<file path="src/rtl/core/masked_raster_statistics_defines.svh">
// Assertion macros shared by the masked raster statistics modules.
`ifndef MASKED_RASTER_STATISTICS_DEFINES_SVH
`define MASKED_RASTER_STATISTICS_DEFINES_SVH

// Check that a condition holds in the same cycle as its trigger.
`define MRS_ASSERT_NOW(lbl, ante, cons) \
    lbl: assert property (@(posedge clk) disable iff (!rst_n) (ante) |-> (cons)) \
        else $error("%m: check failed");

// Check that a condition holds in the cycle after its trigger.
`define MRS_ASSERT_NEXT(lbl, ante, cons) \
    lbl: assert property (@(posedge clk) disable iff (!rst_n) (ante) |=> (cons)) \
        else $error("%m: check failed");

`endif

</file>
<file path="src/rtl/core/mrs_pkg.sv">
// Shared types and constants of the masked raster statistics block.
package mrs_pkg;

    localparam int SAMPLE_BITS_DEF = 16;
    localparam int MAX_SAMPLES_DEF = 1048576;
    localparam int FRAC_BITS_DEF   = 16;
    localparam int RES_W           = 32;
    localparam int CFG_W           = 16;
    localparam logic [CFG_W-1:0] NODATA_RESET = 16'h8000;

    typedef enum logic [3:0] {
        S_IDLE,
        S_LD_MA,
        S_MA,
        S_LD_MB,
        S_MB,
        S_LD_SQ,
        S_SQ,
        S_LD_DM,
        S_DM,
        S_LD_DS,
        S_DS,
        S_EMIT
    } state_t;

    typedef enum logic [3:0] {
        OP_NONE,
        OP_LOAD_MA,
        OP_LOAD_MB,
        OP_MUL_STEP,
        OP_LOAD_SQ,
        OP_SQRT_STEP,
        OP_LOAD_DM,
        OP_LOAD_DS,
        OP_DIV_STEP,
        OP_EMIT
    } op_t;

    typedef struct packed {
        op_t  op;
        logic accum;
    } ctl_cmd_t;

    typedef struct packed {
        logic step_done;
    } dp_status_t;

endpackage

</file>
<file path="src/rtl/core/mrs_ctrl.sv">
// Frame sequencer: accumulate, then multiply, square root and divide phases.
`include "masked_raster_statistics_defines.svh"

module mrs_ctrl (
    input  logic                clk,
    input  logic                rst_n,
    input  logic                start,
    input  logic                last,
    input  mrs_pkg::dp_status_t status,
    output mrs_pkg::ctl_cmd_t   cmd,
    output logic                busy
);

    mrs_pkg::state_t state_reg;
    mrs_pkg::state_t state_next;

    always_ff @(posedge clk or negedge rst_n)
    begin
        if (!rst_n)
        begin
            state_reg <= mrs_pkg::S_IDLE;
        end
        else
        begin
            state_reg <= state_next;
        end
    end

    always_comb
    begin
        state_next = state_reg;
        cmd.op     = mrs_pkg::OP_NONE;
        cmd.accum  = 1'b0;
        busy       = 1'b1;
        unique case (state_reg)
            mrs_pkg::S_IDLE:
            begin
                busy      = 1'b0;
                cmd.accum = start;
                if (start && last)
                begin
                    state_next = mrs_pkg::S_LD_MA;
                end
            end
            mrs_pkg::S_LD_MA:
            begin
                cmd.op     = mrs_pkg::OP_LOAD_MA;
                state_next = mrs_pkg::S_MA;
            end
            mrs_pkg::S_MA:
            begin
                cmd.op = mrs_pkg::OP_MUL_STEP;
                if (status.step_done)
                begin
                    state_next = mrs_pkg::S_LD_MB;
                end
            end
            mrs_pkg::S_LD_MB:
            begin
                cmd.op     = mrs_pkg::OP_LOAD_MB;
                state_next = mrs_pkg::S_MB;
            end
            mrs_pkg::S_MB:
            begin
                cmd.op = mrs_pkg::OP_MUL_STEP;
                if (status.step_done)
                begin
                    state_next = mrs_pkg::S_LD_SQ;
                end
            end
            mrs_pkg::S_LD_SQ:
            begin
                cmd.op     = mrs_pkg::OP_LOAD_SQ;
                state_next = mrs_pkg::S_SQ;
            end
            mrs_pkg::S_SQ:
            begin
                cmd.op = mrs_pkg::OP_SQRT_STEP;
                if (status.step_done)
                begin
                    state_next = mrs_pkg::S_LD_DM;
                end
            end
            mrs_pkg::S_LD_DM:
            begin
                cmd.op     = mrs_pkg::OP_LOAD_DM;
                state_next = mrs_pkg::S_DM;
            end
            mrs_pkg::S_DM:
            begin
                cmd.op = mrs_pkg::OP_DIV_STEP;
                if (status.step_done)
                begin
                    state_next = mrs_pkg::S_LD_DS;
                end
            end
            mrs_pkg::S_LD_DS:
            begin
                cmd.op     = mrs_pkg::OP_LOAD_DS;
                state_next = mrs_pkg::S_DS;
            end
            mrs_pkg::S_DS:
            begin
                cmd.op = mrs_pkg::OP_DIV_STEP;
                if (status.step_done)
                begin
                    state_next = mrs_pkg::S_EMIT;
                end
            end
            mrs_pkg::S_EMIT:
            begin
                cmd.op     = mrs_pkg::OP_EMIT;
                state_next = mrs_pkg::S_IDLE;
            end
            default:
            begin
                state_next = mrs_pkg::S_IDLE;
            end
        endcase
    end

    `MRS_ASSERT_NEXT(a_busy_after_last, cmd.accum && last, busy)
    `MRS_ASSERT_NEXT(a_emit_frees, state_reg == mrs_pkg::S_EMIT, !busy)

endmodule

</file>
<file path="src/rtl/core/mrs_datapath.sv">
// Accumulators, shift-add multiplier, square root and divider of the statistics block.
`include "masked_raster_statistics_defines.svh"

module mrs_datapath #(
    parameter int SAMPLE_BITS = mrs_pkg::SAMPLE_BITS_DEF,
    parameter int MAX_SAMPLES = mrs_pkg::MAX_SAMPLES_DEF,
    parameter int FRAC_BITS   = mrs_pkg::FRAC_BITS_DEF,
    parameter int CNT_W       = $clog2(MAX_SAMPLES + 1)
) (
    input  logic                               clk,
    input  logic                               rst_n,
    input  mrs_pkg::ctl_cmd_t                  cmd,
    output mrs_pkg::dp_status_t                status,
    input  logic signed [SAMPLE_BITS-1:0]      sample,
    input  logic                               cfg_valid,
    input  logic signed [mrs_pkg::CFG_W-1:0]   cfg_data,
    output logic [CNT_W-1:0]                   valid_count,
    output logic signed [SAMPLE_BITS-1:0]      min_value,
    output logic signed [SAMPLE_BITS-1:0]      max_value,
    output logic signed [mrs_pkg::RES_W-1:0]   mean_fixed,
    output logic [mrs_pkg::RES_W-1:0]          std_fixed,
    output logic                               none_valid,
    output logic                               overflow,
    output logic                               done
);

    localparam int RES_W  = mrs_pkg::RES_W;
    localparam int CFG_W  = mrs_pkg::CFG_W;
    localparam int SUM_W  = SAMPLE_BITS + CNT_W;
    localparam int SQ_W   = 2 * SAMPLE_BITS + CNT_W - 2;
    localparam int PA_W   = CNT_W + SQ_W;
    localparam int PB_W   = 2 * SUM_W;
    localparam int V_W    = (PA_W > PB_W) ? PA_W : PB_W;
    localparam int RAD_W  = V_W + 2 * FRAC_BITS;
    localparam int ROOT_W = (RAD_W + 1) / 2;
    localparam int RP_W   = 2 * ROOT_W;
    localparam int SR_W   = ROOT_W + 2;
    localparam int DV_A   = SUM_W + FRAC_BITS;
    localparam int DV_W   = (DV_A > ROOT_W) ? DV_A : ROOT_W;
    localparam int MQ_W   = (DV_W + 1 > RES_W) ? DV_W + 1 : RES_W;
    localparam int NDW    = (SAMPLE_BITS > CFG_W) ? SAMPLE_BITS : CFG_W;
    localparam int MAXSTP = (DV_W > SUM_W) ? DV_W : SUM_W;
    localparam int STEP_W = $clog2(MAXSTP + 1);

    // frame state
    logic [CFG_W-1:0]              nodata_reg, nodata_next;
    logic [CNT_W-1:0]              tally_reg, tally_next;
    logic signed [SAMPLE_BITS-1:0] min_reg, min_next;
    logic signed [SAMPLE_BITS-1:0] max_reg, max_next;
    logic signed [SUM_W-1:0]       sum_reg, sum_next;
    logic [SQ_W-1:0]               sq_reg, sq_next;
    logic                          ovf_reg, ovf_next;
    logic [STEP_W-1:0]             step_reg, step_next;
    logic                          done_reg, done_next;

    // finishing datapath
    logic [V_W-1:0]    acc_reg, acc_next;
    logic [V_W-1:0]    mcand_reg, mcand_next;
    logic [SUM_W-1:0]  mplier_reg, mplier_next;
    logic [V_W-1:0]    prod_reg, prod_next;
    logic [RP_W-1:0]   rad_reg, rad_next;
    logic [SR_W-1:0]   srem_reg, srem_next;
    logic [ROOT_W-1:0] root_reg, root_next;
    logic [DV_W-1:0]   dvd_reg, dvd_next;
    logic [CNT_W-1:0]  drem_reg, drem_next;
    logic [RES_W-1:0]  mean_reg, mean_next;

    // result word
    logic [CNT_W-1:0]              cnt_o_reg, cnt_o_next;
    logic signed [SAMPLE_BITS-1:0] min_o_reg, min_o_next;
    logic signed [SAMPLE_BITS-1:0] max_o_reg, max_o_next;
    logic [RES_W-1:0]              mean_o_reg, mean_o_next;
    logic [RES_W-1:0]              std_o_reg, std_o_next;
    logic                          none_o_reg, none_o_next;
    logic                          ovf_o_reg, ovf_o_next;

    logic [NDW-1:0]                nd_wide;
    logic signed [SAMPLE_BITS-1:0] nd_s;
    logic signed [2*SAMPLE_BITS-1:0] sqr;
    logic                          is_valid;
    logic                          sum_neg;
    logic [SUM_W-1:0]              mag;
    logic signed [RES_W-1:0]       fill;
    logic [V_W-1:0]                diff;
    logic [SR_W+1:0]               sq_sh;
    logic [SR_W+1:0]               sq_trial;
    logic [CNT_W:0]                dv_trial;
    logic                          dv_ge;
    logic [MQ_W-1:0]               q_ext;
    logic [MQ_W-1:0]               q_adj;
    logic [MQ_W-1:0]               q_neg;
    logic [MQ_W-1:0]               root_q;

    always_comb
    begin
        nd_wide  = NDW'(nodata_reg);
        nd_s     = nd_wide[SAMPLE_BITS-1:0];
        is_valid = (sample != nd_s);
        sqr      = sample * sample;
        sum_neg  = sum_reg[SUM_W-1];
        mag      = sum_neg ? SUM_W'(-sum_reg) : SUM_W'(sum_reg);
        fill     = RES_W'(nd_s) <<< FRAC_BITS;
        diff     = (prod_reg >= acc_reg) ? (prod_reg - acc_reg) : '0;
        sq_sh    = {srem_reg, rad_reg[RP_W-1 -: 2]};
        sq_trial = {SR_W'(root_reg), 2'b01};
        dv_trial = {drem_reg, dvd_reg[DV_W-1]};
        dv_ge    = (dv_trial >= {1'b0, tally_reg});
        q_ext    = MQ_W'(dvd_reg);
        q_adj    = q_ext + MQ_W'(drem_reg != '0);
        q_neg    = -q_adj;
        root_q   = MQ_W'(dvd_reg);
    end

    always_comb
    begin
        nodata_next = nodata_reg;
        tally_next  = tally_reg;
        min_next    = min_reg;
        max_next    = max_reg;
        sum_next    = sum_reg;
        sq_next     = sq_reg;
        ovf_next    = ovf_reg;
        step_next   = step_reg;
        done_next   = 1'b0;
        acc_next    = acc_reg;
        mcand_next  = mcand_reg;
        mplier_next = mplier_reg;
        prod_next   = prod_reg;
        rad_next    = rad_reg;
        srem_next   = srem_reg;
        root_next   = root_reg;
        dvd_next    = dvd_reg;
        drem_next   = drem_reg;
        mean_next   = mean_reg;
        cnt_o_next  = cnt_o_reg;
        min_o_next  = min_o_reg;
        max_o_next  = max_o_reg;
        mean_o_next = mean_o_reg;
        std_o_next  = std_o_reg;
        none_o_next = none_o_reg;
        ovf_o_next  = ovf_o_reg;

        if (cfg_valid)
        begin
            nodata_next = CFG_W'(cfg_data);
        end

        if (cmd.accum && is_valid)
        begin
            if (tally_reg == CNT_W'(MAX_SAMPLES))
            begin
                ovf_next = 1'b1;
            end
            else
            begin
                if (tally_reg == '0 || sample < min_reg)
                begin
                    min_next = sample;
                end
                if (tally_reg == '0 || sample > max_reg)
                begin
                    max_next = sample;
                end
                sum_next   = sum_reg + SUM_W'(sample);
                sq_next    = sq_reg + SQ_W'(sqr[2*SAMPLE_BITS-2:0]);
                tally_next = tally_reg + 1'b1;
            end
        end

        unique case (cmd.op)
            mrs_pkg::OP_NONE:
            begin
            end
            mrs_pkg::OP_LOAD_MA:
            begin
                acc_next    = '0;
                mcand_next  = V_W'(sq_reg);
                mplier_next = SUM_W'(tally_reg);
                step_next   = STEP_W'(CNT_W);
            end
            mrs_pkg::OP_LOAD_MB:
            begin
                prod_next   = acc_reg;
                acc_next    = '0;
                mcand_next  = V_W'(mag);
                mplier_next = mag;
                step_next   = STEP_W'(SUM_W);
            end
            mrs_pkg::OP_MUL_STEP:
            begin
                if (mplier_reg[0])
                begin
                    acc_next = acc_reg + mcand_reg;
                end
                mcand_next  = mcand_reg << 1;
                mplier_next = mplier_reg >> 1;
                step_next   = step_reg - 1'b1;
            end
            mrs_pkg::OP_LOAD_SQ:
            begin
                // scale N^2 times the variance so the root carries the fraction bits
                rad_next  = RP_W'(diff) << (2 * FRAC_BITS);
                srem_next = '0;
                root_next = '0;
                step_next = STEP_W'(ROOT_W);
            end
            mrs_pkg::OP_SQRT_STEP:
            begin
                if (sq_sh >= sq_trial)
                begin
                    srem_next = SR_W'(sq_sh - sq_trial);
                    root_next = {root_reg[ROOT_W-2:0], 1'b1};
                end
                else
                begin
                    srem_next = SR_W'(sq_sh);
                    root_next = {root_reg[ROOT_W-2:0], 1'b0};
                end
                rad_next  = rad_reg << 2;
                step_next = step_reg - 1'b1;
            end
            mrs_pkg::OP_LOAD_DM:
            begin
                dvd_next  = DV_W'(mag) << FRAC_BITS;
                drem_next = '0;
                step_next = STEP_W'(DV_W);
            end
            mrs_pkg::OP_LOAD_DS:
            begin
                // round a negative mean towards minus infinity
                mean_next = sum_neg ? RES_W'(q_neg) : RES_W'(q_ext);
                dvd_next  = DV_W'(root_reg);
                drem_next = '0;
                step_next = STEP_W'(DV_W);
            end
            mrs_pkg::OP_DIV_STEP:
            begin
                drem_next = dv_ge ? CNT_W'(dv_trial - {1'b0, tally_reg})
                                  : CNT_W'(dv_trial);
                dvd_next  = {dvd_reg[DV_W-2:0], dv_ge};
                step_next = step_reg - 1'b1;
            end
            mrs_pkg::OP_EMIT:
            begin
                done_next   = 1'b1;
                cnt_o_next  = tally_reg;
                min_o_next  = min_reg;
                max_o_next  = max_reg;
                none_o_next = (tally_reg == '0);
                ovf_o_next  = ovf_reg;
                mean_o_next = (tally_reg == '0) ? fill : mean_reg;
                std_o_next  = (tally_reg == '0) ? fill : RES_W'(root_q);
                // drop the frame state for the next raster
                tally_next  = '0;
                min_next    = '0;
                max_next    = '0;
                sum_next    = '0;
                sq_next     = '0;
                ovf_next    = 1'b0;
            end
            default:
            begin
            end
        endcase
    end

    always_ff @(posedge clk or negedge rst_n)
    begin
        if (!rst_n)
        begin
            nodata_reg <= mrs_pkg::NODATA_RESET;
            tally_reg  <= '0;
            min_reg    <= '0;
            max_reg    <= '0;
            sum_reg    <= '0;
            sq_reg     <= '0;
            ovf_reg    <= 1'b0;
            step_reg   <= '0;
            done_reg   <= 1'b0;
        end
        else
        begin
            nodata_reg <= nodata_next;
            tally_reg  <= tally_next;
            min_reg    <= min_next;
            max_reg    <= max_next;
            sum_reg    <= sum_next;
            sq_reg     <= sq_next;
            ovf_reg    <= ovf_next;
            step_reg   <= step_next;
            done_reg   <= done_next;
        end
    end

    always_ff @(posedge clk)
    begin
        acc_reg    <= acc_next;
        mcand_reg  <= mcand_next;
        mplier_reg <= mplier_next;
        prod_reg   <= prod_next;
        rad_reg    <= rad_next;
        srem_reg   <= srem_next;
        root_reg   <= root_next;
        dvd_reg    <= dvd_next;
        drem_reg   <= drem_next;
        mean_reg   <= mean_next;
        cnt_o_reg  <= cnt_o_next;
        min_o_reg  <= min_o_next;
        max_o_reg  <= max_o_next;
        mean_o_reg <= mean_o_next;
        std_o_reg  <= std_o_next;
        none_o_reg <= none_o_next;
        ovf_o_reg  <= ovf_o_next;
    end

    assign status.step_done = (step_reg == STEP_W'(1));
    assign valid_count      = cnt_o_reg;
    assign min_value        = min_o_reg;
    assign max_value        = max_o_reg;
    assign mean_fixed       = mean_o_reg;
    assign std_fixed        = std_o_reg;
    assign none_valid       = none_o_reg;
    assign overflow         = ovf_o_reg;
    assign done             = done_reg;

    `MRS_ASSERT_NOW(a_frame_cleared, done_reg, tally_reg == '0 && sum_reg == '0)
    `MRS_ASSERT_NOW(a_ovf_saturated, ovf_reg, tally_reg == CNT_W'(MAX_SAMPLES))

endmodule

</file>
<file path="src/rtl/core/masked_raster_statistics.sv">
// Finishing: after the last sample the result strobe follows two multiply phases, a square
// root phase and two divide phases, run in that order by the bit-serial multiplier, square
// root and divider that share one sequencer.
// Throughput: one sample per cycle within a frame; busy stays high while a frame finishes.
// Reset: rst_n clears the frame state and sets the no-data value to -32768.
// Results cannot be held off; done is high for one cycle with each, and the values hold until the next result.
module masked_raster_statistics #(
    parameter int SAMPLE_BITS = mrs_pkg::SAMPLE_BITS_DEF,
    parameter int MAX_SAMPLES = mrs_pkg::MAX_SAMPLES_DEF,
    parameter int FRAC_BITS   = mrs_pkg::FRAC_BITS_DEF,
    parameter int CNT_W       = $clog2(MAX_SAMPLES + 1)
) (
    input  logic                              clk,
    input  logic                              rst_n,
    input  logic                              start,
    output logic                              busy,
    input  logic signed [SAMPLE_BITS-1:0]     sample,
    input  logic                              last,
    input  logic                              cfg_valid,
    output logic                              cfg_ready,
    input  logic signed [mrs_pkg::CFG_W-1:0]  cfg_data,
    output logic                              done,
    output logic [CNT_W-1:0]                  valid_count,
    output logic signed [SAMPLE_BITS-1:0]     min_value,
    output logic signed [SAMPLE_BITS-1:0]     max_value,
    output logic signed [mrs_pkg::RES_W-1:0]  mean_fixed,
    output logic [mrs_pkg::RES_W-1:0]         std_fixed,
    output logic                              none_valid,
    output logic                              overflow
);

    mrs_pkg::ctl_cmd_t   cmd;
    mrs_pkg::dp_status_t status;

    assign cfg_ready = 1'b1;

    mrs_ctrl u_ctrl (
        .clk    (clk),
        .rst_n  (rst_n),
        .start  (start),
        .last   (last),
        .status (status),
        .cmd    (cmd),
        .busy   (busy)
    );

    mrs_datapath #(
        .SAMPLE_BITS (SAMPLE_BITS),
        .MAX_SAMPLES (MAX_SAMPLES),
        .FRAC_BITS   (FRAC_BITS),
        .CNT_W       (CNT_W)
    ) u_datapath (
        .clk         (clk),
        .rst_n       (rst_n),
        .cmd         (cmd),
        .status      (status),
        .sample      (sample),
        .cfg_valid   (cfg_valid),
        .cfg_data    (cfg_data),
        .valid_count (valid_count),
        .min_value   (min_value),
        .max_value   (max_value),
        .mean_fixed  (mean_fixed),
        .std_fixed   (std_fixed),
        .none_valid  (none_valid),
        .overflow    (overflow),
        .done        (done)
    );

endmodule
</file>
<file path="config.mk">
export PLATFORM = sky130hd
export DESIGN_NAME = masked_raster_statistics
export DESIGN_NICKNAME = d
export VERILOG_FILES = /design/src/rtl/core/mrs_pkg.sv /design/src/rtl/core/mrs_ctrl.sv /design/src/rtl/core/mrs_datapath.sv /design/src/rtl/core/masked_raster_statistics.sv
export VERILOG_INCLUDE_DIRS = /design/src /design/src/rtl/core
export SDC_FILE = /design/constraint.sdc
export NUM_CORES = 2
export LEC_CHECK = 0
export ABC_AREA = 1
export BUFFER_PORTS_ARGS = -buffer_cell sky130_fd_sc_hd__buf_2
export CAP_MARGIN = 20
export CELL_PAD_IN_SITES_DETAIL_PLACEMENT = 0
export CELL_PAD_IN_SITES_GLOBAL_PLACEMENT = 1
export CORE_MARGIN = 5
export CORE_UTILIZATION = 45
export CTS_CLUSTER_SIZE = 14
export DETAILED_ROUTE_END_ITERATION = 6
export PLACE_DENSITY = 0.78
export REMOVE_ABC_BUFFERS = 1
export SLEW_MARGIN = 10
export SYNTH_ARGS = -nofsm -noshare
export SYNTH_HDL_FRONTEND = slang
export SYNTH_HIERARCHICAL = 1
export SYNTH_SLANG_ARGS = --single-unit
</file>
<file path="constraint.sdc">
create_clock -name clk -period 22.9 [get_ports clk]
set_input_delay 1.145 -clock clk [delete_from_list [all_inputs] [get_ports clk]]
set_output_delay 1.145 -clock clk [all_outputs]
set_load 0.05 [all_outputs]
</file>
==> results.json <==
{
  "status": "completed",
  "max_stage_delay_ns": 0.79,
  "syn_avg_cell_area_um2": 7.36,
  "critPathLaunch": "sample[15]",
  "rsz0062_at_grt": "false",
  "synth_simple_gate_area_share": 0.263,
  "critPathKind": "in2reg",
  "yosysWarnings": 6,
  "start_util": 0.453,
  "setup_tns_ns": 0,
  "numCtsBuffers": 101,
  "ys.flop_type": "edfxtp_1",
  "hp-class": "reg2reg",
  "synth.cell_area_mm2": 0.0697,
  "synthAdderAreaFrac": 0.147,
  "drv_slew": 0,
  "dp_hpwl_mm": 216,
  "end_kind": "flop",
  "drv_cap": 0,
  "io_pins": 159,
  "dr.pass1.iters": 6,
  "whs_path_depth": 0,
  "hold_violations": 0,
  "synth_compound_area_frac": 0.108,
  "portBuffers": 157,
  "synthCells": 9477,
  "ys_seq_area_frac": 0.347,
  "core_area_mm2": 0.154,
  "path_buf_inv": 6,
  "ys_ff_latch": 835,
  "place.gp.congestion": 1.01,
  "wl_per_cell_um": 22.5,
  "cp.depth": 34,
  "pre_cts_slack_ns": 13.56,
  "n_antenna_cell": 0,
  "hold_ws_ns": 0.477,
  "ant_nets": 0,
  "synthTopCellsByArea": "edfxtp_1, nand2_1, inv_1, ha_1, fa_1",
  "worstMarginPinSlew_ns": 1.14,
  "h-tree-depth": 3,
  "grt_antenna_before_repair": 6,
  "slew-limit-headroom": 0.238,
  "drt_iter0_drc": 5811,
  "timing.final.ws_setup_ns": 14.27,
  "nNetsFinal": 10300,
  "yosys-top-cells-count": "nand2_1, inv_1, nor2_1",
  "clk_latency_ns": 0.75,
  "clk_pin_slew_ns": 0.06,
  "fin_skew_ns": 0.0558,
  "grtUsageTotal": 0.316,
  "num_rows": 144,
  "critPathRequiredTime_ns": 23.46,
  "synthMuxAreaShare": 0.00161,
  "grt_max_degree": 92,
  "grt_pass1_vias": 61800,
  "crit_top_cell": "nand2_1",
  "synth_edf_count": 666,
  "die_w_um": 404,
  "cts_tree": "done",
  "crit_path_max_fanout": 50,
  "drive_gt1_frac": 0.0537,
  "period_share": 0.377,
  "setup_viol": 0,
  "final.min_clock_period_ns": 8.63,
  "synth_top_cell_area_share": 0.287,
  "via_per_inst": 5.44,
  "r2r_cells": 14,
  "synth_cell_types": 64,
  "clock_path_buffers": 3,
  "yosysMostFrequentCell": "nand2_1",
  "critical_path.slowest_cell": "fa_1",
  "ctsHoldBuffers": 0,
  "startpoint_type": "input port",
  "routed_wl_mm": 264,
  "synth_top_cell_by_area": "edfxtp_1",
  "areaGrowthSynthToFinish_pct": 9.26,
  "hold_path.startpoint": "u_datapath/max_reg[7]$_DFFE_PN0P_",
  "max_clock_freq_mhz": 116,
  "post_cts_resized": 0,
  "drc": 0,
  "vias": 63900,
  "grt_pass1_wl_mm": 389,
  "overflow": 0,
  "critPathTopFamily": "adder cells",
  "floorplan.die_area_mm2": 0.163,
  "clk_root_buffer_cell": "clkbuf_16",
  "timing.rr.start": "u_ctrl/state_reg[3]$_DFFE_PN0P_",
  "numClockSinks": 835,
  "synth_top_family_by_area": "simple AND/OR/NAND/NOR gates",
  "cp.arrival_ns": 9.18,
  "ys_async_sr_fraction": 0.202,
  "fillCellCount": 15700,
  "synth_xor_xnor_area_share": 0.0296,
  "cts_setup_buffers": 0,
  "die-height_um": 404
}
[metrics by stage]
stage          cell area, um^2  utilization  instances
2_1_floorplan            68900            -       9295
3_3_place_gp             72700        0.472      11500
3_5_place_dp             72700        0.472      11500
4_1_cts                  76200        0.494      11700
5_1_grt                  76200        0.495      11700
6_report                 76200        0.495      11700
[per-layer routing]
metal / global-route usage / routed length, um
met5: 0 / 29
met3: 0.0467 / 18100
met1: 0.432 / 115000
met4: 0.112 / 10400
met2: 0.512 / 121000
[cells by family (layout without fill, tap and decap cells)]
family	Yosys count	count (layout)
AND/OR/NAND/NOR	4491	4491
AO/OA/AOI/OAI	1355	1355
multiplexers	10	10
adder cells (fa/ha/maj)	683	683
buffers and inverters	1866	2085
flip-flops	835	835
other	1	1
XOR/XNOR	236	236
[layout by cell type, fill, tap and decap left out, types with 95 or more instances in the layout]
master and n:
nand2_1 2653, inv_1 1653, nor2_1 1033, edfxtp_1 666, a21oi_1 534, ha_1 453
o21ai_0 450, nand3_1 404, fa_1 230, dfrtp_1 167, buf_2 156, nand4_1 141
xnor2_1 119, xor2_1 117, clkbuf_16 101, nor3_1 95
[final cells by class]
class                   count  area (um^2)  share of cell area
clock buffers             130         2690              0.0353
clock inverters            60          758             0.00995
inverters                1684         6330              0.0831
multi-input cells        6776        38400               0.504
flip-flops and latches    835        24200               0.318
well taps                2044         2560              0.0336
repair buffers            211         1220              0.0161
[worst paths after layout]
check / to / slack (ns)
worst max-delay path: u_datapath/sq_reg[36]$_DFFE_PN0P_ / 14.27
worst min-delay path: u_datapath/max_value[7]$_DFFE_PP_ / 0.48
worst max register to register: u_datapath/min_reg[7]$_DFFE_PN0P_ / 17.99
worst min register to register: u_datapath/max_value[7]$_DFFE_PP_ / 0.48
max in group asynchronous: u_datapath/sum_reg[19]$_DFFE_PN0P_ / 21.06
min in group asynchronous: u_datapath/sq_reg[15]$_DFFE_PN0P_ / 0.50
Power is left out: the tool's default activity adds up to more than one toggle a clock period on the data nets, which glitch-free logic cannot reach.
